==> src/smm_pkg.sv <==
`timescale 1ns / 1ps
`default_nettype none
// Shared constants and types for the small matrix multiplier.
// Used by the channel interfaces, the cell, the load sequencer and the top level.
package smm_pkg;

	// Matrix size (square, MATRIX_DIM x MATRIX_DIM)
	localparam int MATRIX_DIM = 3;

	// Bits needed to address one row or column inside the matrix
	localparam int IDX_W = (MATRIX_DIM > 1) ? $clog2(MATRIX_DIM) : 1;

	// Fixed field widths of the channels
	localparam int ELEM_W = 8;
	localparam int MUL_W  = 2 * ELEM_W;
	localparam int PROD_W = 17;
	localparam int POS_W  = 2;

	// Last row / column index
	localparam logic [IDX_W-1:0] IDX_LAST = IDX_W'(MATRIX_DIM - 1);

	// Element write broadcast from the sequencer to every cell
	typedef struct packed {
		logic                     we;
		logic                     to_b;
		logic [IDX_W-1:0]         sel;
		logic [IDX_W-1:0]         idx;
		logic signed [ELEM_W-1:0] data;
	} load_t;

	// Partial sum token handed from cell to cell
	typedef struct packed {
		logic                     valid;
		logic signed [PROD_W-1:0] sum;
		logic [IDX_W-1:0]         row;
		logic [IDX_W-1:0]         col;
		logic                     last;
	} token_t;

endpackage
`default_nettype wire

==> src/smm_elem_if.sv <==
`timescale 1ns / 1ps
`default_nettype none
// Input channel carrying one matrix element per beat.
// Depends on smm_pkg for the element width.
interface smm_elem_if;
	logic                              valid;
	logic                              ready;
	logic signed [smm_pkg::ELEM_W-1:0] element_value;

	modport source (output valid, output element_value, input ready);
	modport sink (input valid, input element_value, output ready);
endinterface
`default_nettype wire

==> src/smm_prod_if.sv <==
`timescale 1ns / 1ps
`default_nettype none
// Output channel carrying one product matrix entry per beat.
// Depends on smm_pkg for the field widths.
interface smm_prod_if;
	logic                              valid;
	logic                              ready;
	logic signed [smm_pkg::PROD_W-1:0] product_value;
	logic [smm_pkg::POS_W-1:0]         row_index;
	logic [smm_pkg::POS_W-1:0]         column_index;
	logic                              final_entry;

	modport source (output valid, output product_value, output row_index,
		output column_index, output final_entry, input ready);
	modport sink (input valid, input product_value, input row_index,
		input column_index, input final_entry, output ready);
endinterface
`default_nettype wire

==> src/smm_cell.sv <==
`timescale 1ns / 1ps
`default_nettype none
// One cell of the multiply chain: holds column k of A and row k of B,
// adds A[r][k]*B[k][c] to the passing partial sum. Depends on smm_pkg.
module smm_cell (
	input  wire logic                         clk,
	input  wire logic                         arst_n,
	input  wire logic [smm_pkg::IDX_W-1:0]    cell_index,
	input  wire smm_pkg::load_t               ld,
	input  wire logic                         adv,
	input  wire smm_pkg::token_t              tok_in,
	output smm_pkg::token_t                   tok_out
);

	logic signed [smm_pkg::ELEM_W-1:0] a_q [0:smm_pkg::MATRIX_DIM-1];
	logic signed [smm_pkg::ELEM_W-1:0] b_q [0:smm_pkg::MATRIX_DIM-1];
	logic signed [smm_pkg::MUL_W-1:0]  mul;
	logic signed [smm_pkg::PROD_W-1:0] sum_next;
	logic                              valid_q;
	logic signed [smm_pkg::PROD_W-1:0] sum_q;
	logic [smm_pkg::IDX_W-1:0]         row_q;
	logic [smm_pkg::IDX_W-1:0]         col_q;
	logic                              last_q;

	// Capture elements addressed to this cell
	always_ff @(posedge clk) begin
		if (ld.we && ld.sel == cell_index) begin
			if (ld.to_b) begin
				b_q[ld.idx] <= ld.data;
			end else begin
				a_q[ld.idx] <= ld.data;
			end
		end
	end

	// Multiply this cell's pair and accumulate
	assign mul      = a_q[tok_in.row] * b_q[tok_in.col];
	assign sum_next = tok_in.sum + smm_pkg::PROD_W'(mul);

	// Hand the token on to the neighbour
	always_ff @(posedge clk or negedge arst_n) begin
		if (!arst_n) begin
			valid_q <= 1'b0;
		end else if (adv) begin
			valid_q <= tok_in.valid;
		end
	end

	always_ff @(posedge clk) begin
		if (adv) begin
			sum_q  <= sum_next;
			row_q  <= tok_in.row;
			col_q  <= tok_in.col;
			last_q <= tok_in.last;
		end
	end

	always_comb begin
		tok_out.valid = valid_q;
		tok_out.sum   = sum_q;
		tok_out.row   = row_q;
		tok_out.col   = col_q;
		tok_out.last  = last_q;
	end

endmodule
`default_nettype wire

==> src/smm_seq.sv <==
`timescale 1ns / 1ps
`default_nettype none
// Load and issue sequencer: steers elements to the cells and, once both matrices
// are in, issues one entry token per cycle while adv is high. Depends on smm_pkg.
module smm_seq (
	input  wire logic      clk,
	input  wire logic      arst_n,
	smm_elem_if.sink       elem,
	input  wire logic      adv,
	input  wire logic      busy,
	output smm_pkg::load_t ld,
	output smm_pkg::token_t tok
);

	logic                      half_q;
	logic [smm_pkg::IDX_W-1:0] ld_row_q;
	logic [smm_pkg::IDX_W-1:0] ld_col_q;
	logic                      emit_q;
	logic [smm_pkg::IDX_W-1:0] em_row_q;
	logic [smm_pkg::IDX_W-1:0] em_col_q;
	logic                      accept;
	logic                      em_last;

	// Hold off new elements until the chain has drained
	assign elem.ready = !emit_q && !busy;
	assign accept     = elem.valid && elem.ready;

	// Route element: A[r][k] goes to cell k slot r, B[k][c] to cell k slot c
	always_comb begin
		ld.we   = accept;
		ld.to_b = half_q;
		ld.sel  = half_q ? ld_row_q : ld_col_q;
		ld.idx  = half_q ? ld_col_q : ld_row_q;
		ld.data = elem.element_value;
	end

	assign em_last = (em_row_q == smm_pkg::IDX_LAST) && (em_col_q == smm_pkg::IDX_LAST);

	always_comb begin
		tok.valid = emit_q;
		tok.sum   = '0;
		tok.row   = em_row_q;
		tok.col   = em_col_q;
		tok.last  = em_last;
	end

	// Advance load position and issue position
	always_ff @(posedge clk or negedge arst_n) begin
		if (!arst_n) begin
			half_q   <= 1'b0;
			ld_row_q <= '0;
			ld_col_q <= '0;
			emit_q   <= 1'b0;
			em_row_q <= '0;
			em_col_q <= '0;
		end else begin
			if (accept) begin
				if (ld_col_q == smm_pkg::IDX_LAST) begin
					ld_col_q <= '0;
					if (ld_row_q == smm_pkg::IDX_LAST) begin
						ld_row_q <= '0;
						half_q   <= !half_q;
						if (half_q) begin
							emit_q   <= 1'b1;
							em_row_q <= '0;
							em_col_q <= '0;
						end
					end else begin
						ld_row_q <= ld_row_q + smm_pkg::IDX_W'(1);
					end
				end else begin
					ld_col_q <= ld_col_q + smm_pkg::IDX_W'(1);
				end
			end
			if (emit_q && adv) begin
				if (em_col_q == smm_pkg::IDX_LAST) begin
					em_col_q <= '0;
					if (em_row_q == smm_pkg::IDX_LAST) begin
						em_row_q <= '0;
						emit_q   <= 1'b0;
					end else begin
						em_row_q <= em_row_q + smm_pkg::IDX_W'(1);
					end
				end else begin
					em_col_q <= em_col_q + smm_pkg::IDX_W'(1);
				end
			end
		end
	end

endmodule
`default_nettype wire

==> src/small_matrix_multiply.sv <==
`timescale 1ns / 1ps
`default_nettype none
// Streaming 3x3 signed matrix multiplier. Send 18 signed 8-bit elements, A then B, each
// row-major, one beat per cycle; the block then returns the 9 entries of A*B in row-major
// order with their row and column and a final flag on the last. Entries run through a chain
// of 3 cells, one multiply-add per cell. The first entry leaves once its token, issued by
// the sequencer after the last element of B is taken, has been registered by each cell in
// turn; the rest follow one per cycle unless the sink stalls. Input ready stays low from
// the last element of B until the last entry has been taken.
// Depends on smm_pkg, smm_elem_if, smm_prod_if, smm_seq and smm_cell.
module small_matrix_multiply (
	input  wire logic  clk,
	input  wire logic  arst_n,
	smm_elem_if.sink   elem,
	smm_prod_if.source prod
);

	smm_pkg::load_t                   ld;
	smm_pkg::token_t                  chain [0:smm_pkg::MATRIX_DIM];
	logic [smm_pkg::MATRIX_DIM-1:0]   cell_valid;
	logic                             adv;
	logic                             busy;

	// Stall the whole chain while the output beat waits
	assign adv  = !prod.valid || prod.ready;
	assign busy = |cell_valid;

	smm_seq u_seq (
		.clk    (clk),
		.arst_n (arst_n),
		.elem   (elem),
		.adv    (adv),
		.busy   (busy),
		.ld     (ld),
		.tok    (chain[0])
	);

	// Row of multiply-add cells
	for (genvar k = 0; k < smm_pkg::MATRIX_DIM; k++) begin : g_cell
		smm_cell u_cell (
			.clk        (clk),
			.arst_n     (arst_n),
			.cell_index (smm_pkg::IDX_W'(k)),
			.ld         (ld),
			.adv        (adv),
			.tok_in     (chain[k]),
			.tok_out    (chain[k+1])
		);
		assign cell_valid[k] = chain[k+1].valid;
	end

	// Last cell register is the output register
	assign prod.valid         = chain[smm_pkg::MATRIX_DIM].valid;
	assign prod.product_value = chain[smm_pkg::MATRIX_DIM].sum;
	assign prod.row_index     = smm_pkg::POS_W'(chain[smm_pkg::MATRIX_DIM].row);
	assign prod.column_index  = smm_pkg::POS_W'(chain[smm_pkg::MATRIX_DIM].col);
	assign prod.final_entry   = chain[smm_pkg::MATRIX_DIM].last;

endmodule
`default_nettype wire

==> src/flat_wrapper.sv <==
// flat-port wrapper written by rule: the top's interface ports become plain ports
module small_matrix_multiply_flat 
  (clk, arst_n, elem_valid, elem_element_value, elem_ready, prod_valid, prod_product_value, prod_row_index, prod_column_index, prod_final_entry, prod_ready);
  smm_elem_if elem_i ();
  smm_prod_if prod_i ();
  input  wire logic clk;
  input  wire logic arst_n;
  input wire logic [$bits(elem_i.valid)-1:0] elem_valid;
  input wire logic [$bits(elem_i.element_value)-1:0] elem_element_value;
  output wire logic [$bits(elem_i.ready)-1:0] elem_ready;
  output wire logic [$bits(prod_i.valid)-1:0] prod_valid;
  output wire logic [$bits(prod_i.product_value)-1:0] prod_product_value;
  output wire logic [$bits(prod_i.row_index)-1:0] prod_row_index;
  output wire logic [$bits(prod_i.column_index)-1:0] prod_column_index;
  output wire logic [$bits(prod_i.final_entry)-1:0] prod_final_entry;
  input wire logic [$bits(prod_i.ready)-1:0] prod_ready;
  assign elem_i.valid = elem_valid;
  assign elem_i.element_value = elem_element_value;
  assign elem_ready = elem_i.ready;
  assign prod_valid = prod_i.valid;
  assign prod_product_value = prod_i.product_value;
  assign prod_row_index = prod_i.row_index;
  assign prod_column_index = prod_i.column_index;
  assign prod_final_entry = prod_i.final_entry;
  assign prod_i.ready = prod_ready;
  small_matrix_multiply u_core (.clk(clk), .arst_n(arst_n), .elem(elem_i), .prod(prod_i));
endmodule
==> config.mk <==
export PLATFORM = sky130hd
export DESIGN_NAME = small_matrix_multiply_flat
export DESIGN_NICKNAME = d
export VERILOG_FILES = /design/src/smm_pkg.sv /design/src/smm_elem_if.sv /design/src/smm_prod_if.sv /design/src/smm_cell.sv /design/src/smm_seq.sv /design/src/small_matrix_multiply.sv /design/src/flat_wrapper.sv
export SDC_FILE = /design/constraint.sdc
export NUM_CORES = 1
export LEC_CHECK = 0
export BUFFER_PORTS_ARGS = -buffer_cell sky130_fd_sc_hd__buf_2
export CELL_PAD_IN_SITES_DETAIL_PLACEMENT = 1
export CELL_PAD_IN_SITES_GLOBAL_PLACEMENT = 2
export CORE_ASPECT_RATIO = 0.8
export CORE_MARGIN = 2
export CORE_UTILIZATION = 30
export CTS_CLUSTER_DIAMETER = 80
export DETAILED_ROUTE_END_ITERATION = 6
export PLACE_DENSITY = 0.59
export SYNTH_ARGS = -nofsm -noshare
export SYNTH_HDL_FRONTEND = slang
export SYNTH_SLANG_ARGS = --single-unit
==> constraint.sdc <==
create_clock -name clk -period 11.35 [get_ports clk]
set_input_delay 1.7025 -clock clk [delete_from_list [all_inputs] [get_ports clk]]
set_output_delay 1.7025 -clock clk [all_outputs]
set_load 0.03 [all_outputs]
==> impl_metrics.json, run 1 <==
{
  "ys_warn_count": 0,
  "synth_nets": 1757,
  "rsz0062_at_grt": "false",
  "htreeDepth": 1,
  "grt_overflow_total": 0,
  "cp_slowest_cell": "nor2_1",
  "root_buffer": "clkbuf_16",
  "wirelength_um": 38000,
  "cp_slowest_stage_delay_ns": 0.75,
  "critPathBufInv": 2,
  "post-route-min-period_ns": 6.17,
  "fp-row-count": 77,
  "synthArstFlopShare": 0.0565,
  "n_antenna_cell": 0,
  "cts_sinks": 230,
  "netlist_top_cells_count": "inv_1, edfxtp_1, fa_1",
  "cts_setup_buffers": 0,
  "fin_crit_sh": 0.544,
  "start_util": 0.304,
  "ios": 36,
  "wl_per_cell_um": 17.1,
  "worstPathCellList": "mux2i_1, o21a_1, nor2_1, inv_1, fa_1, inv_1, fa_1, fa_1, fa_1, fa_1, ha_1, o21ai_0, nor2_1, o21ai_1, o211ai_1, o211ai_1, xnor2_1",
  "vias": 9789,
  "yosysMostFrequentCell": "inv_1",
  "synth_edf_count": 209,
  "critPathKind": "register to register",
  "ant_nets": 0,
  "crit_arrival_ns": 6.46,
  "cts_buffers": 27,
  "grt_start_max_net_pins": 44,
  "route.detailed.drc": 0,
  "maxSlewViolCount": 0,
  "synthFlopType": "edfxtp_1",
  "numPortBuffers": 35,
  "synth_area_leader_cell": "edfxtp_1",
  "syn_avg_cell_area_um2": 11.7,
  "grt_first_pass_wirelength_um": 62200,
  "synth_top_family_by_area": "adder cells",
  "drive_gt1_frac": 0.0637,
  "clk_pin_slew_ns": 0.06,
  "nNetsFinal": 1782,
  "setup_viol": 0,
  "synth_mux_area_frac": 0.0313,
  "antenna_found_initial": 0,
  "startpoint_type": "register",
  "clock_latency_ns": 0.55,
  "yosys-top-cells-area": "edfxtp_1, fa_1, ha_1",
  "path_max_fanout": 8,
  "first_pass_iters": 4,
  "max_freq_mhz": 162,
  "end_kind": "register",
  "grt_pass1_vias": 11200,
  "clockBufferDepth": 3,
  "critical-path-top-delay-family": "adder cells",
  "postCtsHoldBufs": 0,
  "rrSetupSlack_ns": 5.18,
  "vias_per_cell": 4.40,
  "synthDistinctLibCells": 47,
  "tns_ns": 0,
  "gp_routability_congestion": 0.772,
  "die_area_mm2": 0.0579,
  "netlist.area_leader.share": 0.373,
  "netlist_area_mm2": 0.0168,
  "synthSimpleGateAreaFrac": 0.0905,
  "die_w_um": 269,
  "grt_usage": 0.138,
  "yosysSeqAreaShare": 0.402,
  "cp.required_ns": 11.63,
  "ys_seq_elements": 230,
  "status": "finished, final reports clean",
  "synth-compound-area-share": 0.0574,
  "synthCells": 1431,
  "area_growth_pct": 10.8,
  "hold_violations": 0,
  "core_area_mm2": 0.0553,
  "synth_adder_area_share": 0.326,
  "cts_tree": "done",
  "path_common_cell": "fa_1",
  "die_y_um": 216,
  "fillCellCount": 6130,
  "hp-class": "register to register",
  "synth-xor-area-share": 0.0261,
  "first_iter_violations": 282,
  "tightest_slew_ns": 1.04,
  "max_slew_margin": 0.310,
  "cts.repair.resized": 0,
  "clock_skew_ns": 0.0215,
  "place.detailed.hpwl_um": 30500,
  "maxCapViolCount": 0
}
==> flip-flops by register name, indices dropped and copies added (netlist names), named ones only <==
signal and count:
u_core.g_cell.u_cell.a_q 72, u_core.g_cell.u_cell.b_q 72, u_core.g_cell.u_cell.sum_q 50, u_core.g_cell.u_cell.col_q 6, u_core.g_cell.u_cell.row_q 6, u_core.g_cell.u_cell.last_q 3
u_core.g_cell.u_cell.valid_q 3, u_core.u_seq.em_col_q 2, u_core.u_seq.em_row_q 2, u_core.u_seq.ld_col_q 2, u_core.u_seq.ld_row_q 2, u_core.u_seq.emit_q 1
u_core.u_seq.half_q 1
==> layout by cell type (no fill, tap or decap), types with 4 or more instances in the layout <==
cell,count
a2111o_1,5
a211oi_1,10
a21o_1,7
a21oi_1,30
buf_2,35
buf_4,6
bufinv_16,4
clkbuf_1,4
clkbuf_16,27
clkinv_1,4
dfrtp_1,13
dfxtp_1,8
edfxtp_1,209
fa_1,207
ha_1,107
inv_1,227
mux2_2,4
mux2i_1,48
nand2_1,125
nand2b_1,18
nor2_1,174
nor2b_1,12
o211ai_1,10
o21a_1,30
o21ai_0,37
o21ai_1,15
or3_1,8
xnor2_1,39
xor2_1,11
==> path summary, 6_finish.rpt <==
| kind | from | to | cells after the start |
|---|---|---|---|
| min reg2reg | u_core.g_cell[0].u_cell.last_q | u_core.g_cell[1].u_cell.last_q | 0 |
| max in group asynchronous | arst_n | u_core.u_seq.half_q | 1 |
| max reg2reg | register | u_core.g_cell[1].u_cell.sum_q[16] | 17 |
| min in group asynchronous | arst_n | u_core.u_seq.emit_q | 1 |
| max | register | u_core.g_cell[1].u_cell.sum_q[16] | 17 |
| min | u_core.g_cell[0].u_cell.last_q | u_core.g_cell[1].u_cell.last_q | 0 |
==> logic make-up (layout without fill, tap and decap cells) <==
family | after synthesis | count (layout)
xor gates and xnor gates | 50 | 50
muxes | 52 | 52
DFF | 230 | 230
buffers and inverters | 273 | 318
and+or+nand+nor | 359 | 359
AOI/OAI and AO/OA | 153 | 153
adders and majority gates | 314 | 314
==> layout make-up <==
cell class / instances / area, um2 / share of cell area
Clock inverter: 18 / 218 / 0.0117
Tap cell: 750 / 938 / 0.0504
Sequential cell: 230 / 6760 / 0.363
Multi-Input combinational cell: 928 / 8940 / 0.480
Timing Repair Buffer: 41 / 220 / 0.0118
Inverter: 228 / 857 / 0.0460
Clock buffer: 31 / 691 / 0.0371
==> metal layers <==
metal	GRT usage	vias to the layer above	wire, um
li1	-	4696	-
met1	0.183	4969	18000
met2	0.239	84	18400
met3	0.0186	40	868
met4	0.0304	0	726
met5	0	-	0
==> per-stage QoR <==
stage / instances / setup slack (ns) / instance area [um2] / util / hold slack, ns
after global placement: 2177 / 5.24 / 17700 / 0.320 / 0.402
after global routing: 2226 / 4.67 / 18600 / 0.337 / 0.436
after CTS: 2226 / 5.06 / 18600 / 0.337 / 0.423
after floorplan: 1431 / 5.66 / 16800 / - / 0.400
after detailed placement: 2177 / 5.11 / 17700 / 0.320 / 0.407
final: 2226 / 5.18 / 18600 / 0.337 / 0.422
Power of run 1 is left out: the tool's default activity adds up to more than one toggle a clock period on the data nets, which glitch-free logic cannot reach.
==> run 2: changes to the inputs <==
Settings changed: PLACE_DENSITY 0.59 to 0.62.
Clock period 11.35 ns to 5.21 ns, I/O delays scaled along.
==> run 2 against run 1 <==
Non-clock buffer count is 138 higher. Critical path type unchanged. Largest cell class unchanged. Highest routed layer unchanged. Hold slack worse by 0.30 ns. Die area stayed put. Sequential share of layout area is 2.3 points lower. Flip-flop and latch count stayed put. Clock-buffer cell count is 6 higher. Critical endpoint is now u_core.g_cell[2].u_cell.sum_q[13]. First-iteration DRC count is 2.1% higher.
==> impl_metrics.json, run 2 (synthesis results as in run 1) <==
{
  "status": "finished, final reports clean",
  "drive_gt1_frac": 0.178,
  "critPathBufInv": 3,
  "vias_per_cell": 4.37,
  "post-route-min-period_ns": 5.10,
  "antenna_found_initial": 0,
  "cp_slowest_cell": "fa_1",
  "grt_usage": 0.140,
  "fp-row-count": 77,
  "cts_sinks": 230,
  "die_w_um": 269,
  "vias": 10400,
  "startpoint_type": "register",
  "ant_nets": 0,
  "die_area_mm2": 0.0579,
  "gp_routability_congestion": 0.781,
  "max_freq_mhz": 196,
  "numPortBuffers": 35,
  "rrSetupSlack_ns": 0.11,
  "seqCellArea_mm2": 0.00678,
  "place.detailed.hpwl_um": 31300,
  "critPathKind": "register to register",
  "cts_buffers": 28,
  "maxSlewViolCount": 0,
  "route.detailed.drc": 0,
  "final_common_cell": "inv_1",
  "area_growth_pct": 18.5,
  "nNetsFinal": 1921,
  "first_iter_violations": 288,
  "multi_input_area_mm2": 0.00911,
  "holdWs_ns": 0.122,
  "place_ws_ns": -0.132,
  "start_util": 0.304,
  "path_max_fanout": 7,
  "final_cell_mix": "inv_1, edfxtp_1, fa_1",
  "hp-class": "input port to async pin",
  "rsz0062_at_grt": "true",
  "rr_worst_depth": 17,
  "die_y_um": 216,
  "ios": 36,
  "grt_overflow_total": 0,
  "fin_crit_sh": 0.979,
  "path_common_cell": "fa_1",
  "wirelength_um": 38900,
  "setup_viol": 0,
  "max_slew_margin": 0.370,
  "grt_first_pass_wirelength_um": 63800,
  "clock_skew_ns": 0.0241,
  "worst_slack_ns": 0.108,
  "biggestRegsByFlops": "u_core.g_cell.u_cell.a_q x72, u_core.g_cell.u_cell.b_q x72, u_core.g_cell.u_cell.sum_q x50",
  "hold_violations": 0,
  "core_area_mm2": 0.0553,
  "crit_arrival_ns": 5.40,
  "clk_pin_slew_ns": 0.06,
  "clock_latency_ns": 0.56,
  "worstPathCellList": "buf_8, mux2i_1, nor2_1, a21oi_2, nand2b_1, fa_1, fa_1, inv_1, fa_1, fa_1, fa_1, ha_4, a2111o_1, o21ai_2, buf_4, o21ai_0, xor2_1",
  "cts_tree": "done",
  "root_buffer": "clkbuf_16",
  "cp_slowest_stage_delay_ns": 0.52,
  "critical-path-top-delay-family": "adder cells",
  "grt_pass1_vias": 11800,
  "cp.required_ns": 5.51,
  "postCtsHoldBufs": 0,
  "maxCapViolCount": 0,
  "first_pass_iters": 4,
  "wl_per_cell_um": 16.4,
  "htreeDepth": 1,
  "end_kind": "register",
  "clockBufferDepth": 3,
  "r2r-end": "u_core.g_cell[2].u_cell.sum_q[13]",
  "fillCellCount": 6137,
  "tightest_slew_ns": 0.941,
  "grt_start_max_net_pins": 49
}
==> run 2: cell types whose count changed in the layout (fill, tap and decap cells not counted), sizes merged <==
cell	previous run	this run
bufinv	4	0
diode	0	1
inv	231	232
buf	41	179
clkbuf	31	37
==> run 2: worst max path at each step <==
stage / from / depth (start not counted) / to
floorplan: register / 16 / u_core.g_cell[1].u_cell.sum_q[15]
global placement: register / 19 / u_core.g_cell[2].u_cell.sum_q[16]
detailed placement: register / 19 / u_core.g_cell[2].u_cell.sum_q[16]
CTS: register / 20 / u_core.g_cell[2].u_cell.sum_q[15]
global route: register / 19 / u_core.g_cell[2].u_cell.sum_q[15]
finish: register / 17 / u_core.g_cell[2].u_cell.sum_q[13]
==> run 2: final cells by class <==
| type | count | area share |
|---|---|---|
| multi-input combinational | 928 | 0.458 |
| sequential | 230 | 0.341 |
| timing repair buffer | 179 | 0.0663 |
| tap | 750 | 0.0471 |
| inverter | 228 | 0.0430 |
| clock buffer | 37 | 0.0394 |
| clock inverter | 15 | 0.00597 |
| antenna | 1 | 0.000126 |
==> run 2: layer usage <==
| layer | global-route usage | vias up | share of wire |
|---|---|---|---|
| met3 | 0.0178 | 41 | 0.029 |
| li1 | - | 4975 | - |
| met1 | 0.190 | 5244 | 0.47 |
| met4 | 0.0280 | 0 | 0.016 |
| met5 | 0 | - | 0 |
| met2 | 0.241 | 91 | 0.48 |
==> run 2: timing repair <==
| item | 4_1_cts | 5_1_grt |
|---|---|---|
| gates resized for setup | 9 | 66 |
| buffers inserted | 1 | 8 |
| pin swaps | 1 | 32 |
| endpoints found under the setup margin | 9 | 18 |
==> run 2: metrics by stage <==
stage | area [um2] | utilization | instances | setup TNS, ns
final | 19900 | 0.360 | 2368 | 0
after CTS | 19700 | 0.355 | 2359 | 0
after global routing | 19900 | 0.360 | 2367 | -0.271
after global placement | 18700 | 0.338 | 2306 | -0.209
after floorplan | 16800 | - | 1431 | 0
after detailed placement | 18700 | 0.338 | 2306 | -0.429
==> run 2: worst register-to-register path, cell delays in order, from the launching register on <==
cell and delay, ns:
dfxtp_2 0.35, buf_8 0.15, mux2i_1 0.22, nor2_1 0.08
a21oi_2 0.22, nand2b_1 0.17, fa_1 0.46, fa_1 0.51
inv_1 0.06, fa_1 0.52, fa_1 0.44, fa_1 0.51
ha_4 0.20, a2111o_1 0.36, o21ai_2 0.21, buf_4 0.14
o21ai_0 0.08, xor2_1 0.15
Power of run 2 is left out for the same reason.
==> run 3: changes to the inputs <==
Settings changed: ABC_AREA from default to 1, ABC_CLOCK_PERIOD_IN_PS from default to 5210, CORE_ASPECT_RATIO 0.8 to 0.5, PLACE_DENSITY 0.62 to 0.64.
==> run 3 against run 2 <==
Die area grew 5.0%. Via count grew 7.2%. Global-route usage shrank 0.11 points. Wire length grew 4.3%. First-iteration DRC count grew 84%. Critical path depth grew 5. Final cell count grew 9.1%. Register-to-register slack gained 0.18 ns. Sequential share of layout area grew 0.14 points. Maximum frequency grew 3.7%. Core utilization shrank 1.7 points. Clock skew shrank 0.0024 ns. Largest cell class unchanged.
==> impl_metrics.json, run 3 <==
{
  "grt_first_pass_wirelength_um": 66800,
  "ios": 36,
  "postCtsHoldBufs": 0,
  "die_y_um": 175,
  "yosysMostFrequentCell": "inv_1",
  "grt_pass1_vias": 12500,
  "htreeDepth": 1,
  "r2r-end": "u_core.g_cell[1].u_cell.sum_q[13]",
  "synth_mux_area_frac": 0,
  "ant_nets": 0,
  "fin_area_mm2": 0.0198,
  "grt_usage": 0.139,
  "drive_gt1_frac": 0.135,
  "antenna_found_initial": 0,
  "die_area_mm2": 0.0608,
  "first_iter_violations": 531,
  "synth_edf_count": 209,
  "rsz0062_at_grt": "true",
  "cts_buffers": 25,
  "route.detailed.drc": 0,
  "rrSetupSlack_ns": 0.29,
  "synth_area_leader_cell": "edfxtp_1",
  "wirelength_um": 40600,
  "clock_latency_ns": 0.55,
  "status": "finished, final reports clean",
  "synth_nets": 2055,
  "numPortBuffers": 35,
  "synthArstFlopShare": 0.0565,
  "clk_pin_slew_ns": 0.07,
  "hp-class": "input port to async pin",
  "netlist_area_mm2": 0.0176,
  "synth_adder_area_share": 0.311,
  "syn_avg_cell_area_um2": 10.2,
  "hold_violations": 0,
  "synth-xor-area-share": 0.0184,
  "cp.required_ns": 5.51,
  "first_pass_iters": 5,
  "cts_tree": "done",
  "biggestRegsByFlops": "u_core.g_cell.u_cell.a_q x72, u_core.g_cell.u_cell.b_q x72, u_core.g_cell.u_cell.sum_q x50",
  "yosys-top-cells-area": "edfxtp_1, fa_1, inv_1",
  "path_max_fanout": 9,
  "max_freq_mhz": 203,
  "end_kind": "register",
  "start_util": 0.305,
  "synth_top_family_by_area": "adder cells",
  "cts_sinks": 230,
  "netlist_top_cells_count": "inv_1, nand2_1, edfxtp_1",
  "clockBufferDepth": 3,
  "gp_routability_congestion": 0.794,
  "final_common_cell": "inv_1",
  "synthCells": 1729,
  "post-route-min-period_ns": 4.92,
  "n_antenna_cell": 0,
  "die_w_um": 347,
  "startpoint_type": "register",
  "maxSlewViolCount": 0,
  "ys_seq_elements": 230,
  "synthFlopType": "edfxtp_1",
  "area_growth_pct": 12.4,
  "synthDistinctLibCells": 42,
  "fp-row-count": 62,
  "final_cell_mix": "inv_1, nand2_1, edfxtp_1",
  "crit_arrival_ns": 5.22,
  "grt_overflow_total": 0,
  "post-route-util": 0.343,
  "synthSimpleGateAreaFrac": 0.143,
  "yosysSeqAreaShare": 0.384,
  "clock_skew_ns": 0.0217,
  "tns_ns": 0,
  "core_area_mm2": 0.0577,
  "ys_warn_count": 0,
  "netlist.area_leader.share": 0.356,
  "tightest_slew_ns": 0.822,
  "maxCapViolCount": 0,
  "nNetsFinal": 2124,
  "rr_worst_depth": 22,
  "grt_start_max_net_pins": 38,
  "vias": 11100,
  "setup_viol": 0,
  "wl_per_cell_um": 15.7,
  "vias_per_cell": 4.30,
  "postPlaceCellArea_mm2": 0.0188,
  "max_slew_margin": 0.450,
  "root_buffer": "clkbuf_16",
  "place.detailed.hpwl_um": 32700,
  "fin_crit_sh": 0.944,
  "synth-compound-area-share": 0.0452,
  "critPathKind": "register to register"
}
[run 3: cell types whose count changed after synthesis, moves of 19 or more]
cell     previous run  this run
nand2_1           125       345
inv_1             228       361
nand3_1             1        73
nor2_1            174       124
mux2i_1            48         0
inv_2               0        39
xnor2_1            39        11
o21a_1             30         3
o21ai_2             0        19
[run 3: stage by stage]
step	cells	hold slack [ns]	worst slack, ns
2_1_floorplan	1729	0.400	0.173
3_3_place_gp	2535	0.416	-0.103
3_5_place_dp	2535	0.412	-0.193
4_1_cts	2580	0.116	0.0188
5_1_grt	2584	0.130	-0.0292
6_report	2584	0.136	0.291
[run 3: logic make-up after synthesis]
| group | after synthesis |
|---|---|
| buf+inv | 434 |
| flops | 230 |
| compound gates | 117 |
| simple gates | 597 |
| fa+ha+maj | 314 |
| xor+xnor | 37 |
[run 3: final cells by class]
cell class	instances	area [um2]
Clock buffer	35	693
Clock inverter	10	77.6
Fill cell	6524	37900
Inverter	401	1530
Multi-Input combinational cell	1065	9300
Sequential cell	230	6780
Tap cell	768	961
Timing Repair Buffer	75	475
[run 3: layer usage]
metal  up-vias  routed length, um  GRT usage
li1       5508                  -          -
met1      5456              19400      0.191
met2       100              18600      0.238
met3        35               2020     0.0208
met4         0                570     0.0221
met5         -                  0          0
[run 3: timing repair]
action | 4_1_cts | 5_1_grt
resized for setup | 4 | 51
cloned | 0 | 0
buffers inserted | 0 | 4
setup endpoints to repair | 10 | 16
pin swaps | 0 | 2
hold endpoints to repair | 0 | 0
[run 3: worst max path at each step]
stage / endpoint / startpoint / cells past startpoint
after global placement: u_core.g_cell[2].u_cell.sum_q[16] / register / 19
after global routing: u_core.g_cell[2].u_cell.sum_q[16] / register / 23
after detailed placement: u_core.g_cell[2].u_cell.sum_q[16] / register / 19
final: u_core.g_cell[1].u_cell.sum_q[13] / register / 22
after floorplan: u_core.g_cell[1].u_cell.sum_q[14] / register / 21
after CTS: u_core.g_cell[2].u_cell.sum_q[14] / register / 20
[run 3: critical path: stages, from the launching register on]
cell and delay (ns):
dfxtp_4 0.41, clkinvlp_4 0.16, buf_4 0.17, o211ai_1 0.19, o21ai_2 0.17, inv_2 0.10, nor2_1 0.06, fa_1 0.42
fa_1 0.50, inv_1 0.05, fa_1 0.52, inv_1 0.05, fa_1 0.44, ha_1 0.31, ha_1 0.35, a21oi_1 0.15
nand2_1 0.15, nand2_1 0.09, nand3_1 0.10, nand3_1 0.11, nand2_1 0.06, nand2_1 0.05, nand2_1 0.05
Power of run 3 is left out for the same reason.
